==> config.mk <==
export PLATFORM = sky130hd
export DESIGN_NAME = slab_bitmap_allocator_flat
export DESIGN_NICKNAME = d
export VERILOG_FILES = /design/src/hdl/sba_pkg.sv /design/src/hdl/sba_if.sv /design/src/hdl/sba_datapath.sv /design/src/hdl/slab_bitmap_allocator.sv /design/src/flat_wrapper.sv
export SDC_FILE = /design/constraint.sdc
export NUM_CORES = 1
export LEC_CHECK = 0
export CORE_MARGIN = 2
export CORE_UTILIZATION = 40
export DETAILED_ROUTE_END_ITERATION = 7
export DONT_BUFFER_PORTS = 1
export PLACE_DENSITY = 0.56
export RECOVER_POWER = 25
export REMOVE_ABC_BUFFERS = 1
export SYNTH_ARGS = -nofsm -noshare
export SYNTH_HDL_FRONTEND = slang
export SYNTH_HIERARCHICAL = 1
export SYNTH_SLANG_ARGS = --single-unit
export TNS_END_PERCENT = 30
==> constraint.sdc <==
create_clock -name clk -period 7.8 [get_ports clk]
set_clock_uncertainty 0.1 [all_clocks]
set_input_delay 1.56 -clock clk [delete_from_list [all_inputs] [get_ports clk]]
set_output_delay 1.56 -clock clk [all_outputs]
set_load 0.01 [all_outputs]
==> src/hdl/sba_pkg.sv <==
// Shared types and constants for the slab bitmap allocator.
package sba_pkg;

  localparam int ADDR_W    = 39;
  localparam int LOG2_W    = 4;
  localparam int CNT_W     = 7;
  localparam int ACT_W     = 2;
  localparam int STAT_W    = 2;
  localparam int CFG_IDX_W = 2;

  // Action codes
  localparam logic [ACT_W-1:0] ACT_ALLOC = 2'd0;
  localparam logic [ACT_W-1:0] ACT_FREE  = 2'd1;
  localparam logic [ACT_W-1:0] ACT_INIT  = 2'd2;
  localparam logic [ACT_W-1:0] ACT_NONE  = 2'd3;

  // Status codes
  localparam logic [STAT_W-1:0] ST_OK         = 2'd0;
  localparam logic [STAT_W-1:0] ST_NO_FREE    = 2'd1;
  localparam logic [STAT_W-1:0] ST_BAD_ADDR   = 2'd2;
  localparam logic [STAT_W-1:0] ST_DOUBLE_FREE = 2'd3;

  // Configuration register indexes
  localparam logic [CFG_IDX_W-1:0] CFG_BASE_ADDRESS = 2'd0;
  localparam logic [CFG_IDX_W-1:0] CFG_OBJ_LOG2     = 2'd1;
  localparam logic [CFG_IDX_W-1:0] CFG_CAPACITY     = 2'd2;

  // Object size limits and register reset values
  localparam logic [LOG2_W-1:0] LOG2_MIN   = 4'd6;
  localparam logic [LOG2_W-1:0] LOG2_MAX   = 4'd11;
  localparam logic [LOG2_W-1:0] LOG2_RESET = 4'd6;
  localparam logic [CNT_W-1:0]  CAP_RESET  = 7'd64;
  localparam logic [CNT_W-1:0]  CNT_MAX    = 7'd127;

  typedef struct packed {
    logic [ACT_W-1:0]  action;
    logic [ADDR_W-1:0] free_address;
  } req_t;

  typedef struct packed {
    logic [STAT_W-1:0] status;
    logic [ADDR_W-1:0] object_address;
    logic [CNT_W-1:0]  free_count;
  } rsp_t;

  typedef struct packed {
    logic [ADDR_W-1:0] base_address;
    logic [LOG2_W-1:0] object_size_log2;
    logic [CNT_W-1:0]  slot_capacity;
  } cfg_t;

endpackage

==> src/hdl/sba_if.sv <==
// Valid/ready channel interface carrying one item.
interface sba_if #(
  parameter type payload_t = logic
);
  logic     valid;
  logic     ready;
  payload_t payload;

  modport source (output valid, output payload, input ready);
  modport sink   (input valid, input payload, output ready);
endinterface

==> src/hdl/sba_datapath.sv <==
// Single-pass allocate/free/init logic: result and next slab state for one item.
module sba_datapath #(
  parameter int MAX_SLOTS = 64
) (
  input  sba_pkg::req_t                req_item,
  input  sba_pkg::cfg_t                cfg,
  input  logic [MAX_SLOTS-1:0]         bitmap,
  input  logic [sba_pkg::CNT_W-1:0]    counter,
  output sba_pkg::rsp_t                rsp_item,
  output logic [MAX_SLOTS-1:0]         bitmap_next,
  output logic [sba_pkg::CNT_W-1:0]    counter_next
);
  import sba_pkg::*;

  localparam int IDX_W = (MAX_SLOTS > 1) ? $clog2(MAX_SLOTS) : 1;
  localparam logic [CNT_W-1:0] CAP_LIMIT = CNT_W'(MAX_SLOTS);

  logic [CNT_W-1:0]     cap_eff;
  logic [LOG2_W-1:0]    lg_eff;
  logic [MAX_SLOTS-1:0] cap_mask;
  logic [MAX_SLOTS-1:0] avail;
  logic [MAX_SLOTS-1:0] lowest;
  logic [IDX_W-1:0]     alloc_idx;
  logic                 alloc_ok;
  logic [ADDR_W-1:0]    alloc_addr;
  logic [ADDR_W-1:0]    offset;
  logic [ADDR_W-1:0]    free_idx;
  logic [IDX_W-1:0]     free_sel;
  logic                 out_of_range;
  logic                 was_free;

  // Clamp capacity and object size to their legal ranges
  assign cap_eff = (cfg.slot_capacity > CAP_LIMIT) ? CAP_LIMIT : cfg.slot_capacity;

  always_comb begin
    if (cfg.object_size_log2 < LOG2_MIN) begin
      lg_eff = LOG2_MIN;
    end else if (cfg.object_size_log2 > LOG2_MAX) begin
      lg_eff = LOG2_MAX;
    end else begin
      lg_eff = cfg.object_size_log2;
    end
  end

  // Slots below capacity
  always_comb begin
    for (int j = 0; j < MAX_SLOTS; j++) begin
      cap_mask[j] = (CNT_W'(j) < cap_eff);
    end
  end

  // Lowest free slot: isolate lowest set bit, then encode the one-hot
  assign avail  = bitmap & cap_mask;
  assign lowest = avail & (~avail + MAX_SLOTS'(1));

  always_comb begin
    alloc_idx = '0;
    for (int j = 0; j < MAX_SLOTS; j++) begin
      if (lowest[j]) begin
        alloc_idx = alloc_idx | IDX_W'(j);
      end
    end
  end

  assign alloc_ok   = (counter != '0) && (avail != '0);
  assign alloc_addr = cfg.base_address + (ADDR_W'(alloc_idx) << lg_eff);

  // Free: object index from the address offset
  assign offset       = req_item.free_address - cfg.base_address;
  assign free_idx     = offset >> lg_eff;
  assign out_of_range = (req_item.free_address < cfg.base_address) ||
                        (free_idx >= ADDR_W'(cap_eff));
  assign free_sel     = free_idx[IDX_W-1:0];
  assign was_free     = bitmap[free_sel];

  // Result and state update per action
  always_comb begin
    rsp_item.status         = ST_OK;
    rsp_item.object_address = '0;
    bitmap_next             = bitmap;
    counter_next            = counter;
    unique case (req_item.action)
      ACT_ALLOC: begin
        if (!alloc_ok) begin
          rsp_item.status = ST_NO_FREE;
        end else begin
          bitmap_next[alloc_idx]  = 1'b0;
          counter_next            = counter - CNT_W'(1);
          rsp_item.object_address = alloc_addr;
        end
      end
      ACT_FREE: begin
        if (out_of_range) begin
          rsp_item.status = ST_BAD_ADDR;
        end else if (was_free) begin
          rsp_item.status = ST_DOUBLE_FREE;
        end else begin
          bitmap_next[free_sel] = 1'b1;
          if (counter != CNT_MAX) begin
            counter_next = counter + CNT_W'(1);
          end
        end
      end
      ACT_INIT: begin
        bitmap_next  = cap_mask;
        counter_next = cap_eff;
      end
      ACT_NONE: begin
        rsp_item.status = ST_OK;
      end
    endcase
    rsp_item.free_count = counter_next;
  end

endmodule

==> src/hdl/slab_bitmap_allocator.sv <==
// Slab bitmap allocator top level: config registers, item stages, slab state.
//
// Allocates and frees fixed-size objects of one slab of up to MAX_SLOTS objects.
// An item is taken into an input register, the allocate/free/init logic runs in
// one pass, and the result is loaded into an output register: every accepted
// item gives exactly one result, and while the output is not stalled a new item
// can be accepted every cycle, so the sustained rate is one item per clock. The
// free bitmap and free count update as the item moves into the output register,
// so each item sees the effect of the one before.
// Input ready follows output ready through the two stages; with the output
// stalled, two items are held (one in each register) before input ready drops.
// Configuration writes take effect at once and are meant to be made while no
// item is in flight.
module slab_bitmap_allocator #(
  parameter int MAX_SLOTS = 64
) (
  input  logic                            clk,
  input  logic                            rst,
  input  logic                            cfg_we,
  input  logic [sba_pkg::CFG_IDX_W-1:0]   cfg_index,
  input  logic [sba_pkg::ADDR_W-1:0]      cfg_data,
  sba_if.sink                             req,
  sba_if.source                           rsp
);
  import sba_pkg::*;

  cfg_t                 cfg;
  logic [MAX_SLOTS-1:0] bitmap;
  logic [CNT_W-1:0]     counter;
  logic                 s1_valid;
  req_t                 s1_item;
  logic                 out_valid;
  rsp_t                 out_item;

  rsp_t                 dp_rsp;
  logic [MAX_SLOTS-1:0] bitmap_next;
  logic [CNT_W-1:0]     counter_next;
  logic                 s1_adv;
  logic                 req_fire;

  // Handshake
  assign s1_adv      = s1_valid && (!out_valid || rsp.ready);
  assign req.ready   = !s1_valid || s1_adv;
  assign req_fire    = req.valid && req.ready;
  assign rsp.valid   = out_valid;
  assign rsp.payload = out_item;

  sba_datapath #(
    .MAX_SLOTS (MAX_SLOTS)
  ) u_datapath (
    .req_item     (s1_item),
    .cfg          (cfg),
    .bitmap       (bitmap),
    .counter      (counter),
    .rsp_item     (dp_rsp),
    .bitmap_next  (bitmap_next),
    .counter_next (counter_next)
  );

  // Configuration registers
  always_ff @(posedge clk) begin
    if (rst) begin
      cfg.base_address     <= '0;
      cfg.object_size_log2 <= LOG2_RESET;
      cfg.slot_capacity    <= CAP_RESET;
    end else if (cfg_we) begin
      unique case (cfg_index)
        CFG_BASE_ADDRESS: cfg.base_address     <= cfg_data;
        CFG_OBJ_LOG2:     cfg.object_size_log2 <= cfg_data[LOG2_W-1:0];
        CFG_CAPACITY:     cfg.slot_capacity    <= cfg_data[CNT_W-1:0];
        default:          ;
      endcase
    end
  end

  // Stage control and slab state
  always_ff @(posedge clk) begin
    if (rst) begin
      s1_valid  <= 1'b0;
      out_valid <= 1'b0;
      bitmap    <= '1;
      counter   <= CNT_W'(MAX_SLOTS);
    end else begin
      if (req_fire) begin
        s1_valid <= 1'b1;
      end else if (s1_adv) begin
        s1_valid <= 1'b0;
      end
      if (s1_adv) begin
        out_valid <= 1'b1;
        bitmap    <= bitmap_next;
        counter   <= counter_next;
      end else if (rsp.ready) begin
        out_valid <= 1'b0;
      end
    end
  end

  // Item payload registers
  always_ff @(posedge clk) begin
    if (req_fire) begin
      s1_item <= req.payload;
    end
    if (s1_adv) begin
      out_item <= dp_rsp;
    end
  end

`ifndef NO_ASSERTIONS
  // Free count always matches the number of free bits
  assert property (@(posedge clk) disable iff (rst)
    int'(counter) == $countones(bitmap))
    else $error("free count out of step with bitmap");

  // A successful allocate clears exactly one bit
  assert property (@(posedge clk) disable iff (rst)
    (s1_adv && s1_item.action == ACT_ALLOC && dp_rsp.status == ST_OK)
      |-> $countones(bitmap ^ bitmap_next) == 1)
    else $error("allocate changed other than one slot");

  // Only a successful allocate yields a nonzero address
  assert property (@(posedge clk) disable iff (rst)
    (s1_adv && dp_rsp.object_address != '0)
      |-> (s1_item.action == ACT_ALLOC && dp_rsp.status == ST_OK))
    else $error("address returned for non-allocate item");

  // A held input-stage item is never dropped
  assert property (@(posedge clk) disable iff (rst)
    (s1_valid && !s1_adv) |=> (s1_valid && $stable(s1_item)))
    else $error("input stage item lost while stalled");
`endif

endmodule

==> src/flat_wrapper.sv <==
// flat-port wrapper written by rule: the top's interface ports become plain ports
module slab_bitmap_allocator_flat import sba_pkg::*;
#(
  parameter int MAX_SLOTS = 64
)
  (clk, rst, cfg_we, cfg_index, cfg_data, req_valid, req_payload, req_ready, rsp_valid, rsp_payload, rsp_ready);
  sba_if #(.payload_t(req_t)) req_i ();
  sba_if #(.payload_t(rsp_t)) rsp_i ();
  input  logic clk;
  input  logic rst;
  input  logic cfg_we;
  input  logic [sba_pkg::CFG_IDX_W-1:0] cfg_index;
  input  logic [sba_pkg::ADDR_W-1:0] cfg_data;
  input wire logic [$bits(req_i.valid)-1:0] req_valid;
  input wire logic [$bits(req_i.payload)-1:0] req_payload;
  output wire logic [$bits(req_i.ready)-1:0] req_ready;
  output wire logic [$bits(rsp_i.valid)-1:0] rsp_valid;
  output wire logic [$bits(rsp_i.payload)-1:0] rsp_payload;
  input wire logic [$bits(rsp_i.ready)-1:0] rsp_ready;
  assign req_i.valid = req_valid;
  assign req_i.payload = req_payload;
  assign req_ready = req_i.ready;
  assign rsp_valid = rsp_i.valid;
  assign rsp_payload = rsp_i.payload;
  assign rsp_i.ready = rsp_ready;
  slab_bitmap_allocator #(.MAX_SLOTS(MAX_SLOTS)) u_core (.clk(clk), .rst(rst), .cfg_we(cfg_we), .cfg_index(cfg_index), .cfg_data(cfg_data), .req(req_i), .rsp(rsp_i));
endmodule
# Word-level counts from Yosys, hierarchy flattened
# Index checks and enable logic that the tools add are counted.
dict set report totals {
  input_bits 87
  reg_bits 212
  out_inout_bits 50
  word_cells 260
}
dict set report op_classes {
  shift 2
  bitwise 6
  muxes 128
  n_reduce_logical 26
  magnitude_cmp 73
  add_sub_neg 5
  n_eq_ne 8
}
# operator n
set ops {}
lappend ops {{$mux W64} 9}
lappend ops {{$lt A6 B7 Y1 const A} 32}
lappend ops {{$mux W39} 5}
lappend ops {{$and A64 B64 Y64} 3}
lappend ops {{$mux W6} 32}
lappend ops {{$pmux W64 S3} 1}
lappend ops {{$not A64 Y64} 2}
lappend ops {{$mux W7} 17}
lappend ops {{$lt A5 B7 Y1 const A} 16}
lappend ops {{$mux W50} 2}
lappend ops {{$mux W5} 16}
lappend ops {{$add A64 B1 Y64 const B} 1}
lappend ops {{$or A64 B64 Y64} 1}
lappend ops {{$reduce_bool A64 Y1} 1}
lappend ops {{$lt A4 B7 Y1 const A} 8}
lappend ops {{$mux W4} 14}
lappend ops {{$add A39 B39 Y39} 1}
lappend ops {{$ge A39 B7 Y1} 1}
lappend ops {{$lt A39 B39 Y1} 1}
lappend ops {{$shl A6 B4 Y39} 1}
lappend ops {{$shr A39 B4 Y39} 1}
lappend ops {{$sub A39 B39 Y39} 1}
lappend ops {{$lt A3 B7 Y1 const A} 4}
lappend ops {{$pmux W7 S3} 1}
lappend ops {{other kinds (29)} 77}

# Depth between registers and ports, before layout
dict set report depth {
  word_depth 81
  depth_mapped 31
  ltp_nobuf 29
}

# Modules after synthesis
# The synthesis kept the hierarchy.
# module seq_area_each_um2 cells_per_inst n_inst area_per_inst_um2
set by_module_without_submodules {}
lappend by_module_without_submodules {sba_datapath 0.0 1959 1 11995.3}
lappend by_module_without_submodules {slab_bitmap_allocator 5134.9 618 1 7315.8}

# Least setup slack after synthesis
# No wires, ideal clock.
dict set report synth_timing {
  kind {register to register}
  start {register, netlist name u_core/cfg[2]}
  end {register u_core.out_item, in the netlist u_core/rsp.payload[41], data pin}
  arrival_time_ns 5.506
  period_less_slack_ns 5.872
  stages_incl_launch_ff 27
  slack_ns 1.928
  required_time_ns 7.434
  n_path_buf 4
  cell_sequence {dfxtp_1 -> buf_2 -> or4_1 -> clkbuf_1 -> nor3_1 -> o22ai_1 -> nor4_2 -> nand4_2 -> nor2_1 -> buf_4 -> a211oi_2 -> and4_1 -> buf_2 -> nand2_1 -> o21ai_0 -> o22ai_1 -> ha_1 -> and2_1 -> a221o_1 -> a41oi_1 -> a2111oi_0 -> o31a_1 -> a21o_1 -> a21oi_1 -> nor4b_1 -> xnor2_1 -> nor2_1}
}
dict set report synth_via {
  elab_chain_cells 74
  word_cells_on_any_way 139
}
# element line
set synth_rtl {}
lappend synth_rtl {{$gt A7 B7 Y1} sba_datapath.sv:33} ;# assign cap_eff = (cfg.slot_capacity > CAP_LIMIT) ? CAP_LIMIT : cfg.slot_capacity;
lappend synth_rtl {{$mux W7 *} sba_datapath.sv:33}
lappend synth_rtl {{$lt A1 B7 Y1} sba_datapath.sv:48} ;# cap_mask[j] = (CNT_W'(j) < cap_eff);
lappend synth_rtl {{$and A64 B64 Y64 *} sba_datapath.sv:53} ;# assign avail = bitmap & cap_mask;
lappend synth_rtl {{$not A64 Y64} sba_datapath.sv:54} ;# assign lowest = avail & (~avail + MAX_SLOTS'(1));
lappend synth_rtl {{$add A64 B1 Y64} sba_datapath.sv:54}
lappend synth_rtl {{$and A64 B64 Y64} sba_datapath.sv:54}
lappend synth_rtl {{$mux W1} sba_datapath.sv:59} ;# if (lowest[j]) begin
lappend synth_rtl {{$mux W2 (2 in a row)} sba_datapath.sv:59}
lappend synth_rtl {{$mux W3 (4 in a row)} sba_datapath.sv:59}
lappend synth_rtl {{$mux W4 (8 in a row)} sba_datapath.sv:59}
lappend synth_rtl {{$mux W5 (16 in a row)} sba_datapath.sv:59}
lappend synth_rtl {{$mux W6 (32 in a row)} sba_datapath.sv:59}
lappend synth_rtl {{$shl A6 B4 Y39} sba_datapath.sv:66} ;# assign alloc_addr = cfg.base_address + (ADDR_W'(alloc_idx) << lg_eff);
lappend synth_rtl {{$add A39 B39 Y39} sba_datapath.sv:66}
lappend synth_rtl {{$mux W39 *} sba_datapath.sv:84} ;# if (!alloc_ok) begin
lappend synth_rtl {{$mux W39 *} sba_datapath.sv:82} ;# unique case (req_item.action)
lappend synth_rtl {{end signal: assignment} slab_bitmap_allocator.sv:105} ;# out_item <= dp_rsp;
lappend synth_rtl {{end: declaration} slab_bitmap_allocator.sv:33} ;# rsp_t out_item;
# Mark *: on every way between the ends. The rest lies on a longest branch, timed or not. The select of a mux whose other input is x is not followed.
# A chain may end at the register's enable or synchronous reset.

# Worst setup path in the final report
dict set report layout_timing {
  start {register, netlist name u_core/cfg[1]}
  end {register u_core.out_item, in the netlist u_core/rsp.payload[45], data pin}
}
dict set report layout_via {
  elab_chain_cells 74
  word_cells_on_any_way 139
}
# element line
set layout_rtl {}
lappend layout_rtl {{$gt A7 B7 Y1} sba_datapath.sv:33}
lappend layout_rtl {{$mux W7 *} sba_datapath.sv:33}
lappend layout_rtl {{$lt A1 B7 Y1} sba_datapath.sv:48}
lappend layout_rtl {{$and A64 B64 Y64 *} sba_datapath.sv:53}
lappend layout_rtl {{$not A64 Y64} sba_datapath.sv:54}
lappend layout_rtl {{$add A64 B1 Y64} sba_datapath.sv:54}
lappend layout_rtl {{$and A64 B64 Y64} sba_datapath.sv:54}
lappend layout_rtl {{$mux W1} sba_datapath.sv:59}
lappend layout_rtl {{$mux W2 (2 in a row)} sba_datapath.sv:59}
lappend layout_rtl {{$mux W3 (4 in a row)} sba_datapath.sv:59}
lappend layout_rtl {{$mux W4 (8 in a row)} sba_datapath.sv:59}
lappend layout_rtl {{$mux W5 (16 in a row)} sba_datapath.sv:59}
lappend layout_rtl {{$mux W6 (32 in a row)} sba_datapath.sv:59}
lappend layout_rtl {{$shl A6 B4 Y39} sba_datapath.sv:66}
lappend layout_rtl {{$add A39 B39 Y39} sba_datapath.sv:66}
lappend layout_rtl {{$mux W39 *} sba_datapath.sv:84}
lappend layout_rtl {{$mux W39 *} sba_datapath.sv:82}
# Marks and branches as above.

==> run metrics <==
class of the most critical hold timing path reg2reg; Total Wirelength 80.5 mm; leakage power summed over all cells 7.91 nW; final number of hold-violating endpoints 0; Synth-to-Final Area Change 7.92%; Tcrit/Tclk final 0.939; PD cells 165 nW/um2; Clock Pin Slew Worst Setup and Hold Paths ~0.06 ns; area of placed instances approximately 20000 um2; chip height ~220 um; Crit. End Element flip-flop; via count 20367; number of input and output port buffers inserted 0; final net count roughly 2700; dominant combinational cell family by area after synthesis compound AO/OA/AOI/OAI gates; Warnings, synthesis 6; status finished with violations; Slew Limit Headroom -0.389; routability-driven placement congestion ratio 1.08; starting utilization of the core area 0.404; placeable core region 47700 um2; Max Clk Rate 137 MHz; Worst-Margin Slew 2.08 ns; total die area 50100 um2; fraction of synthesized cell area in xor and xnor cells 0.0244; fraction of power spent switching nets 0.341; fraction of final layout cells sized beyond drive strength 1 0.0743; antenna fix cells 0; post-synthesis average cell area 7.49 um2; synthesized flop and latch total 212; root buffer selected by CTS sky130_fd_sc_hd__clkbuf_16; sequential-to-total area share from yosys stat 0.266; cell count after placement 3112; arithmetic-cell share of the synthesized area counting full adders, half adders and majority gates 0.0468; clk buf depth 3; proportion of synthesized area in mux cells 0.0643; Synth Area in Simple Gates 0.254; cell area after layout roughly 21000 um2; main flop type after synthesis sky130_fd_sc_hd__dfxtp_1; aggregate global routing overflow 0; required arrival time at the worst endpoint 8.01 ns; number of enable flip-flop cells after synthesis 89; minimum clock period after layout about 7.3 ns; netlist area before placement 19300 um2; TritonCTS Buffers 26; Worst Path Class, Setup reg2reg; Final Instance Count excl. Fillers ~3200; relative contribution of combinational cells to total power 0.267; number of DRC violations after detailed routing 0; CTS tree done; total routing usage reported by global routing 0.312; via count of the first global-routing pass about 19000; number of gates given a new drive strength after cts 0; Setup Fix Bufs, Post-CTS 0; antenna violation net count after detailed routing 0; compound-gate portion of the synthesized area 0.283; startpoint kind of the worst setup timing path flip-flop; number of violations reported at the end of detailed-routing iteration 0 2585; max capacitance violation total 1; site row count 80; fraction of power consumed by the clock network 0.366; post-detailed-route wirelength per cell ~25 um; Post-synth ARST share 0; Sequential Power Share 0.367; RSZ-0062 raised after global routing false; Arr. time, crit path 7.53 ns; initial antenna violation count 2; violated checks max-capacitance violations, max-slew violations; Gate Count Post-Synth 2577; Final Slew Violations 40; boundary pin count 137; number of unique standard cell types used by synthesis 111; Switch Pwr 0.00118 W; total chip power 0.00345 W; Die Wd 224 um; number of sinks handled by clock tree synthesis approximately 210; insertion delay to the later sink of the worst-skew pair 0.57 ns; worst hold slack ~0.35 ns; Pre-antenna DRT Iters 6; final sum of negative setup slack 0 ns; H-tree lvl count 1; wire length of the first global-routing pass about 120 mm; worst-case vdd ir drop 0.162 mV; hold_buf cts 0; post-DR vias/cell approximately 6.4; critical-path maximum fanout 16; number of inserted filler cells in the final layout 4935; maximum number of pins on one net before global-route repair 198; design internal power 0.00227 W; Final setup viols 0; r2r setup slk 0.48 ns; post-DP HPWL just over 60 mm
==> registers in the layout, summed over array words and instances, names as in the netlist <==
name,flops
u_core/s1_valid,1
u_core/counter,7
u_core/rsp.payload,48
u_core/s1_item,41
u_core/rsp.valid,1
u_core/bitmap,64
u_core/cfg,50
==> synthesized netlist by cell type, types with 20 or more instances <==
cell,instances,share of area
sky130_fd_sc_hd__o211ai_1,34,0.013
sky130_fd_sc_hd__buf_2,40,0.010
sky130_fd_sc_hd__ha_1,69,0.045
sky130_fd_sc_hd__nand2b_1,32,0.010
sky130_fd_sc_hd__a21o_1,43,0.017
sky130_fd_sc_hd__and3_1,24,0.0078
sky130_fd_sc_hd__a21oi_1,208,0.054
sky130_fd_sc_hd__inv_1,102,0.020
sky130_fd_sc_hd__or3_1,24,0.0078
sky130_fd_sc_hd__o31ai_1,21,0.0082
sky130_fd_sc_hd__buf_4,23,0.0089
sky130_fd_sc_hd__a211oi_1,20,0.0078
sky130_fd_sc_hd__a31oi_1,28,0.0091
sky130_fd_sc_hd__and2_1,39,0.013
sky130_fd_sc_hd__nor2b_1,28,0.0091
sky130_fd_sc_hd__o21ai_0,177,0.046
sky130_fd_sc_hd__clkbuf_1,94,0.018
sky130_fd_sc_hd__nand2_1,294,0.057
sky130_fd_sc_hd__o31a_1,23,0.010
sky130_fd_sc_hd__nor2_1,344,0.067
sky130_fd_sc_hd__nand4_1,28,0.0091
sky130_fd_sc_hd__o21a_1,25,0.0097
sky130_fd_sc_hd__dfxtp_1,123,0.13
sky130_fd_sc_hd__nand3_1,55,0.014
sky130_fd_sc_hd__xnor2_1,36,0.016
sky130_fd_sc_hd__mux2i_1,116,0.060
sky130_fd_sc_hd__nor3_1,71,0.018
sky130_fd_sc_hd__edfxtp_1,89,0.14
==> cells by family (layout without fill, tap and decap cells) <==
| kind of cell | after synthesis | in the layout |
|---|---|---|
| simple gates | 1034 | 1034 |
| compound gates | 809 | 809 |
| buf+inv | 274 | 232 |
| flops | 212 | 212 |
| mux | 123 | 123 |
| fa+ha+maj | 71 | 71 |
| xor+xnor | 53 | 53 |
| other cells | 1 | 11 |
==> layout by cell type, fill, tap and decap left out, drive strengths merged, types with 20 or more instances in the layout <==
cell	synthesis	routed
o211ai	34	34
nor3	72	72
o21ai	187	187
mux2i	117	117
nand3	55	55
a31o	20	20
buf	74	77
a21o	43	43
o31ai	21	21
nor2b	29	29
o21a	25	25
xnor2	37	37
nor2	344	344
o31a	23	23
and3	24	24
ha	69	69
dfxtp	123	123
edfxtp	89	89
or3	24	24
nand2	295	295
a211oi	21	21
nand4	29	29
a31oi	28	28
nor4	20	20
nand2b	32	32
a21oi	210	210
inv	104	105
and2	40	40
clkbuf	94	36
==> final timing paths <==
| path | cells past startpoint | to | startpoint |
|---|---|---|---|
| min reg2reg | 2 | u_core/cfg[38]$_SDFFE_PP0P_ | u_core/cfg[38]$_SDFFE_PP0P_ |
| min | 2 | u_core/cfg[38]$_SDFFE_PP0P_ | u_core/cfg[38]$_SDFFE_PP0P_ |
| max reg2reg | 23 | u_core/rsp.payload[45]$_DFFE_PP_ | u_core/cfg[1]$_SDFFE_PP0P_ |
| max | 23 | u_core/rsp.payload[45]$_DFFE_PP_ | u_core/cfg[1]$_SDFFE_PP0P_ |
==> metrics by stage <==
stage          utilization  setup WS (ns)
3_5_place_dp         0.418          0.541
5_1_grt              0.437         0.0637
3_3_place_gp         0.418          0.573
4_1_cts              0.437          0.528
2_1_floorplan            -          -1.24
6_report             0.437          0.479
==> area by class of cell <==
type	instances	area (um2)	area share
Inverter	106	398	0.0191
Clock inverter	13	135	0.00648
Multi-Input combinational cell	2101	13100	0.626
Timing Repair Buffer	78	594	0.0285
Clock buffer	35	757	0.0363
Sequential cell	212	5140	0.246
Tap cell	615	769	0.0369
==> metal layers <==
| metal | vias to the layer above | wire, um | global-route usage |
|---|---|---|---|
| met5 | - | 92 | 0.00880 |
| met4 | 6 | 2580 | 0.0923 |
| met3 | 141 | 8450 | 0.0708 |
| met2 | 1064 | 33000 | 0.456 |
| met1 | 9784 | 36300 | 0.453 |
| li1 | 9372 | - | - |
==> power groups by stage <==
stage / clock network (W) / logic [W] / registers [W]
after CTS: 0.00129 / 0.000891 / 0.00126
after detailed placement: 0 / 0.000886 / 0.00129
after floorplan: 0 / 0.000615 / 0.00128
final: 0.00126 / 0.000921 / 0.00127
after global placement: 0 / 0.000882 / 0.00129
after global routing: 0.00133 / 0.000989 / 0.00127
==> worst max-delay path, stage by stage (launching register included) <==
cell and delay [ns]:
sky130_fd_sc_hd__dfxtp_1 0.51, sky130_fd_sc_hd__buf_4 0.28, sky130_fd_sc_hd__or3_1 0.41, sky130_fd_sc_hd__o41ai_1 0.63
sky130_fd_sc_hd__a21oi_1 0.35, sky130_fd_sc_hd__nor4_4 0.32, sky130_fd_sc_hd__buf_4 0.21, sky130_fd_sc_hd__nand3_1 0.20
sky130_fd_sc_hd__a2111oi_0 0.36, sky130_fd_sc_hd__a2111oi_0 0.16, sky130_fd_sc_hd__nand3_1 0.25, sky130_fd_sc_hd__o21ai_0 0.21
sky130_fd_sc_hd__o22ai_1 0.23, sky130_fd_sc_hd__ha_1 0.31, sky130_fd_sc_hd__and2_1 0.20, sky130_fd_sc_hd__a221o_1 0.33
sky130_fd_sc_hd__a41oi_1 0.31, sky130_fd_sc_hd__a2111oi_0 0.20, sky130_fd_sc_hd__o31a_1 0.43, sky130_fd_sc_hd__a21o_1 0.24
sky130_fd_sc_hd__a21oi_1 0.48, sky130_fd_sc_hd__nor4_1 0.14, sky130_fd_sc_hd__xnor2_1 0.17, sky130_fd_sc_hd__nor2_1 0.05
Note: power is estimated with default switching activity, not from simulation.
